## config.mk

```make
export PLATFORM = sky130hd
export DESIGN_NAME = rpes_front
export DESIGN_NICKNAME = d
export VERILOG_FILES = /design/src/rtl/resource_profile_earliest_start_defines.svh /design/src/rtl/rpes_pkg.sv /design/src/rtl/rpes_front.sv
export SDC_FILE = /design/constraint.sdc
export NUM_CORES = 1
export LEC_CHECK = 0
export ABC_AREA = 0
export BUFFER_PORTS_ARGS = -buffer_cell sky130_fd_sc_hd__buf_4
export CAP_MARGIN = 20
export CORE_MARGIN = 5
export CORE_UTILIZATION = 54
export CTS_CLUSTER_DIAMETER = 50
export DETAILED_ROUTE_END_ITERATION = 8
export PLACE_DENSITY = 0.85
export RECOVER_POWER = 100
export REMOVE_ABC_BUFFERS = 1
export SLEW_MARGIN = 10
export SYNTH_ARGS = -nofsm -noshare
export SYNTH_HDL_FRONTEND = slang
export SYNTH_SLANG_ARGS = --single-unit
```

## constraint.sdc

```tcl
create_clock -name i_clk -period 12.5 [get_ports i_clk]
set_input_delay 2.5 -clock i_clk [delete_from_list [all_inputs] [get_ports i_clk]]
set_output_delay 2.5 -clock i_clk [all_outputs]
set_load 0.01 [all_outputs]
```

## src/rtl/resource_profile_earliest_start_defines.svh

```systemverilog
// ----------------------------------------------------------------------------
// Resource profile assertion macros
// Shared property forms used by the block's assertions.
// ----------------------------------------------------------------------------
`ifndef RESOURCE_PROFILE_EARLIEST_START_DEFINES_SVH
`define RESOURCE_PROFILE_EARLIEST_START_DEFINES_SVH

// same-cycle implication
`define RPES_ASSERT_NOW(lbl, clk, rst_n, a, c, msg) \
    lbl: assert property (@(posedge clk) disable iff (!rst_n) (a) |-> (c)) else $error(msg);

// next-cycle implication
`define RPES_ASSERT_NEXT(lbl, clk, rst_n, a, c, msg) \
    lbl: assert property (@(posedge clk) disable iff (!rst_n) (a) |=> (c)) else $error(msg);

`endif

```

## src/rtl/rpes_pkg.sv

```systemverilog
// ----------------------------------------------------------------------------
// rpes_pkg
// Types and constants of the resource profile earliest-start block.
// ----------------------------------------------------------------------------
`timescale 1ns / 1ps
package rpes_pkg;
    localparam int MAX_RESOURCES_DEF = 4;
    localparam int MAX_SLOTS_DEF     = 1024;
    localparam int NEED_FIELDS       = 4;
    localparam int TW                = 12;   // slot counter width
    localparam int FW                = 11;   // time field width
    localparam int LW                = 16;   // load width

    localparam logic [2:0] REG_RES_IN_USE = 3'd0;
    localparam logic [2:0] REG_HORIZON    = 3'd1;
    localparam logic [2:0] REG_CAP_0      = 3'd2;
    localparam logic [2:0] REG_CAP_1      = 3'd3;
    localparam logic [2:0] REG_CAP_2      = 3'd4;
    localparam logic [2:0] REG_CAP_3      = 3'd5;

    typedef struct packed {
        logic          op;
        logic [FW-1:0] start_time;
        logic [FW-1:0] duration;
        logic [FW-1:0] stop_time;
        logic [LW-1:0] need_0;
        logic [LW-1:0] need_1;
        logic [LW-1:0] need_2;
        logic [LW-1:0] need_3;
    } t_in_item;

    typedef struct packed {
        logic [FW-1:0] earliest_start;
        logic          found;
    } t_out_item;

    typedef enum logic [1:0] {
        CMD_SKIP   = 2'd0,
        CMD_RESULT = 2'd1,
        CMD_SCAN   = 2'd2,
        CMD_ADD    = 2'd3
    } t_cmd_kind;

    typedef struct packed {
        t_cmd_kind                         kind;
        logic [FW-1:0]                     start;
        logic [FW-1:0]                     dur;
        logic [FW-1:0]                     lim;
        logic [NEED_FIELDS-1:0][LW-1:0]    need;
    } t_cmd;

    typedef struct packed {
        logic [2:0]                        active;
        logic [FW-1:0]                     horizon;
        logic [NEED_FIELDS-1:0][LW-1:0]    cap;
    } t_cfg;
endpackage

```

## src/rtl/rpes_front.sv

```systemverilog
// ----------------------------------------------------------------------------
// rpes_front
// Accepts items, classifies them into commands, two-entry command queue.
// ----------------------------------------------------------------------------
`timescale 1ns / 1ps
module rpes_front #(
    parameter int MAX_RESOURCES = rpes_pkg::MAX_RESOURCES_DEF,
    parameter int MAX_SLOTS     = rpes_pkg::MAX_SLOTS_DEF
) (
    input  logic              i_clk,
    input  logic              i_rst_n,
    input  rpes_pkg::t_cfg    i_cfg,
    input  logic              i_clearing,
    input  logic              i_push,
    input  rpes_pkg::t_in_item i_in,
    output logic              o_full,
    output logic              o_cmd_valid,
    output rpes_pkg::t_cmd    o_cmd,
    input  logic              i_cmd_pop
);
    import rpes_pkg::*;

    localparam logic [16:0] SLOTS = 17'(MAX_SLOTS);

    t_cmd       r_q [2];
    logic       r_wp, r_rp;
    logic [1:0] r_cnt;
    logic       s_acc, s_pop;
    t_cmd       s_cmd;
    logic [FW-1:0] s_end, s_stop;

    always_comb begin
        s_end  = ({6'd0, i_cfg.horizon} > SLOTS) ? FW'(MAX_SLOTS) : i_cfg.horizon;
        s_stop = ({6'd0, i_in.stop_time} > SLOTS) ? FW'(MAX_SLOTS) : i_in.stop_time;
        s_cmd.start = i_in.start_time;
        s_cmd.dur   = i_in.duration;
        s_cmd.need  = {i_in.need_3, i_in.need_2, i_in.need_1, i_in.need_0};
        if (!i_in.op) begin
            s_cmd.lim  = s_end;
            s_cmd.kind = (i_in.duration == '0 || i_in.start_time >= s_end)
                         ? CMD_RESULT : CMD_SCAN;
        end else begin
            s_cmd.lim  = s_stop;
            s_cmd.kind = (i_in.start_time < s_stop && i_cfg.active != '0)
                         ? CMD_ADD : CMD_SKIP;
        end
    end

    assign o_full      = (r_cnt == 2'd2) || i_clearing;
    assign s_acc       = i_push && !o_full;
    assign o_cmd_valid = (r_cnt != 2'd0);
    assign s_pop       = i_cmd_pop && o_cmd_valid;
    assign o_cmd       = r_q[r_rp];

    always_ff @(posedge i_clk) begin
        if (s_acc) begin
            r_q[r_wp] <= s_cmd;
        end
        if (!i_rst_n) begin
            r_wp  <= 1'b0;
            r_rp  <= 1'b0;
            r_cnt <= 2'd0;
        end else begin
            if (s_acc) begin
                r_wp <= ~r_wp;
            end
            if (s_pop) begin
                r_rp <= ~r_rp;
            end
            r_cnt <= r_cnt + 2'(s_acc) - 2'(s_pop);
        end
    end
endmodule

```

# Word level (Yosys, flattened, before mapping)
# Memory sizes are Yosys's and may differ from the RTL's. A register that Yosys moved wholly into a read port is not among the register bits.
# Index checks and enable logic that the tools add are counted.
# op_classes
addsub	2
bitwise	2
mux	10
n_lt_le_gt_ge	4
eq_ne	1
n_reduce_logical	9
# ops
op	n
$mux 11	3
$gt 11x11->1 const B	2
$ge 11x11->1	1
$logic_not 11->1	1
$lt 11x11->1	1
$mux 2	3
$mux 1	4
$logic_and 1x1->1	3
$reduce_bool 3->1	1
$add 2x1->2	1
$eq 2x2->1 const B	1
$logic_or 1x1->1	2
$not 1->1	2
$reduce_bool 2->1	1
$sub 2x1->2	1
$logic_not 1->1	1
# totals
register_bits	4
input_bits	181
memories	1
wordCells	32
ram_bits	198
# memory_table
name	depth	word_bits	rd	rd_clocked_by_memory_dff	write_ports	line_no	rtl
r_q	2	99	1	1	1	rpes_front.sv:25	t_cmd r_q [2];

# Logic depth before layout (Yosys ltp)
# logic_depth
depth_word	6
mapped_depth	9
mapped_depth_nobuf	9

# Worst setup path after synthesis
# No wires, ideal clock.
# synth_timing
path_kind	input port to flip-flop
start	input port i_clearing
end	memory r_q[0][0] (netlist bit), enable pin
required_time_ns	11.941
setup_ns	0.559
arrival_ns	6.929
path_buffers	0
cell_stages	3
slack_ns	5.013
path_cell_list	a21oi_1 -> nand2_1 -> nor2_1
# synth_between
elab_chain_cells	5
# synth_rtl
item	line_no	rtl
start, declared	rpes_front.sv:13	input logic i_clearing,
$logic_or 1x1->1	rpes_front.sv:49	assign o_full = (r_cnt == 2'd2) || i_clearing;
$logic_not 1->1	rpes_front.sv:50	assign s_acc = i_push && !o_full;
$logic_and 1x1->1	rpes_front.sv:50	
$mux 1	rpes_front.sv:56	if (s_acc) begin
$mux 1 (implied by the code)	rpes_front.sv:57	r_q[r_wp] <= s_cmd;
end, declared	rpes_front.sv:25	
# No other way between the ends.

==> metrics.yaml <==
first_pass_iters: 4
first_iter_violations: 264
crit_arrival_ns: 5.48
cts_setup_buffers: 0
leakagePower_nw: 3.564
routed_wl_um: 16850
diodes: 0
min_path_type: "flop to flop"
row_count: 44
crit_required_ns: 10.00
relSlewSlack: -1.269
synth_flop_cell: "edfxtp_1"
holdCritStartpoint: "r_rp"
avgViaCountPerCell: 5.301
place.gp.congestion: 0.8335
status: "complete, but fails checks"
rsz0062_at_grt: "false"
setup_tns_ns: 0
clock_latency_ns: 0.47
intPower_mw: 1.335
reg2reg_slack_ns: 6.59
p_sw_uw: 461.5
tightest_slew_ns: 3.403
synth-edff-count: 198
place_hpwl_um: 11570
instances_no_fill: 854
final-seq-area_um2: 6046
ios: 282
crit_fanout: 53
die-area_um2: 17500
routed-via-count: 4527
p_sw_frac: 0.2569
hold_depth: 2
grt-ovfl-total: 0
cts_buffer_depth: 3
dpl-instance-area_um2: 9902
syn_inst: 427
ctsHoldBuffers: 0
drive_gt1_frac: 0.3269
grt_pass1_wl_um: 25950
timing.rr.end: "r_q[0][60]"
cts.clk_slew.worst_paths_ns: 0.06
crit_type: "flop to output port"
clock_skew_ns: 0.01113
multi_input_area_um2: 1911
fillers: 1035
start_kind: "flop"
initial_utilization: 0.5536
core_area_um2: 14590
ys_types: 35
syn-cell-area_um2: 8076
port_buffers: 217
final_antenna_net_count: 0
design_area_um2: 10050
syn_to_final_growth_pct: 24.42
fin_util: 0.6888
ys_seq_area_frac: 0.7486
cts_root_buf: "clkbuf_16"
ir_drop_mv: 0.1129
antenna_found_initial: 0
fin_crit_ns: 7.979
min_to: "r_rp"
timing.rr.start: "r_cnt[0]"
setup_viol: 0
die_w_um: 132.3
violations: "capacitance limit, slew limit"
cts_num_sinks: 203
cts_buffers: 21
drc: 0
cts_resized: 0
worstRegToRegCells: 6
grt_usage: 0.1834
slew_viol_final: 252
ys_seq_elements: 203
nNetsFinal: 861
combinationalPowerShare: 0.212
place_inst: 817
grt_start_max_net_pins: 86
die_h_um: 132.3
layout_worst_path_cycle_share: 0.6383
yosys_warnings: 0
post_synth.cell_area_avg_um2: 18.91
clockPowerShare: 0.328
drv_cap: 5
seq_power_share: 0.460
crit_path_end_kind: "output port"
power_density_nw_per_um2: 178.8
wl_per_cell_um: 19.73
htree_levels: 1
hold_violations: 0
grt_pass1_vias: 4968
max_freq_mhz: 125.3
holdWs_ns: 0.5547
async_flop_share: 0
cts_tree: "built"
[state kept, by name, summed over array words and instances, names as in the netlist, named ones only]
| register | flops |
|---|---|
| r_cnt | 2 |
| r_rp | 1 |
| r_wp | 1 |
| r_q | 198 |
[cells in the final DEF, fill, tap and decap left out, drive strengths merged]
master | netlist | final
clkbuf | 2 | 212
edfxtp | 198 | 198
mux2 | 99 | 99
buf | 13 | 35
ha | 23 | 23
nand2 | 21 | 21
mux2i | 9 | 9
inv | 7 | 8
a21o | 7 | 7
dfxtp | 5 | 5
clkinv | 0 | 5
o21ai | 4 | 4
nor2 | 4 | 4
and2 | 4 | 4
a21oi | 3 | 3
nor2b | 3 | 3
and3 | 3 | 3
nand3 | 3 | 3
xnor2 | 3 | 3
clkinvlp | 0 | 3
a31oi | 2 | 2
nor4 | 2 | 2
bufinv | 0 | 2
or2 | 1 | 1
nand2b | 1 | 1
a221oi | 1 | 1
o41ai | 1 | 1
a41oi | 1 | 1
a211oi | 1 | 1
o2111ai | 1 | 1
nor3 | 1 | 1
a2111oi | 1 | 1
o211ai | 1 | 1
a21bo | 1 | 1
o21a | 1 | 1
[critical path: stages, from the launching register on]
cell,delay [ns]
dfxtp_1,0.73
clkbuf_1,1.40
clkbuf_1,2.13
mux2_2,0.47
clkbuf_1,0.22
[metal layers]
layer / track usage / part of all wire
met1: 0.2382 / 0.40
met2: 0.3178 / 0.50
met3: 0.04542 / 0.082
met4: 0.03507 / 0.012
met5: 0 / 0
[worst max path at each step]
| stage | from | end | slack (ns) |
|---|---|---|---|
| 6_report | flop | o_cmd[44] | 4.52 |
| 5_1_grt | flop | o_cmd[44] | 4.14 |
| 3_5_place_dp | i_clearing | o_full | 7.01 |
| 2_1_floorplan | i_clearing | r_q[0][0] | 5.01 |
| 3_3_place_gp | i_clearing | o_full | 6.99 |
| 4_1_cts | i_clearing | o_full | 7.00 |
[cell type report]
cell class	instances	share of cell area
Clock buffer	25	0.05379
Clock inverter	11	0.01158
Inverter	7	0.002615
Multi-Input combinational cell	202	0.1901
Sequential cell	203	0.6017
Tap cell	184	0.02291
Timing Repair Buffer	222	0.1173
[metrics by stage]
step | setup slack (ns) | total power [mW]
after floorplan | 5.013 | 1.083
after global placement | 6.993 | 1.274
after detailed placement | 7.008 | 1.287
after CTS | 7.005 | 1.880
after global routing | 4.137 | 1.878
final | 4.521 | 1.796
[cells in the mapped netlist, types with 3 or more instances]
library cell  count  area, um2
and3_1            3      18.77
nor2b_1           3      18.77
ha_1             23      287.8
buf_4             3      22.52
inv_1             6      22.52
a21oi_1           3      15.01
and2_1            4      25.02
a21o_1            7      52.55
buf_2            10      50.05
nand3_1           3      15.01
edfxtp_1        198       5946
mux2_2           99       1115
nor2_1            4      15.01
dfxtp_1           5      100.1
xnor2_1           3      26.28
o21ai_0           3      15.01
nand2_1          21      78.83
mux2i_1           9      90.09
[logic make-up after synthesis]
logic type	synth area share
AOI/OAI and AO/OA	0.02525
xor gates and xnor gates	0.003254
adders and majority gates	0.03563
buffers and inverters	0.01317
DFF	0.7486
muxes	0.1492
and+or+nand+nor	0.02494
[power groups by stage]
stage	Clock (mW)	Sequential, mW	Combinational [mW]
after floorplan	0	0.862	0.221
after global placement	0	0.835	0.439
after detailed placement	0	0.838	0.449
after CTS	0.604	0.824	0.452
after global routing	0.635	0.830	0.413
final	0.589	0.826	0.381
No activity file was read; power rests on OpenSTA's default activity.
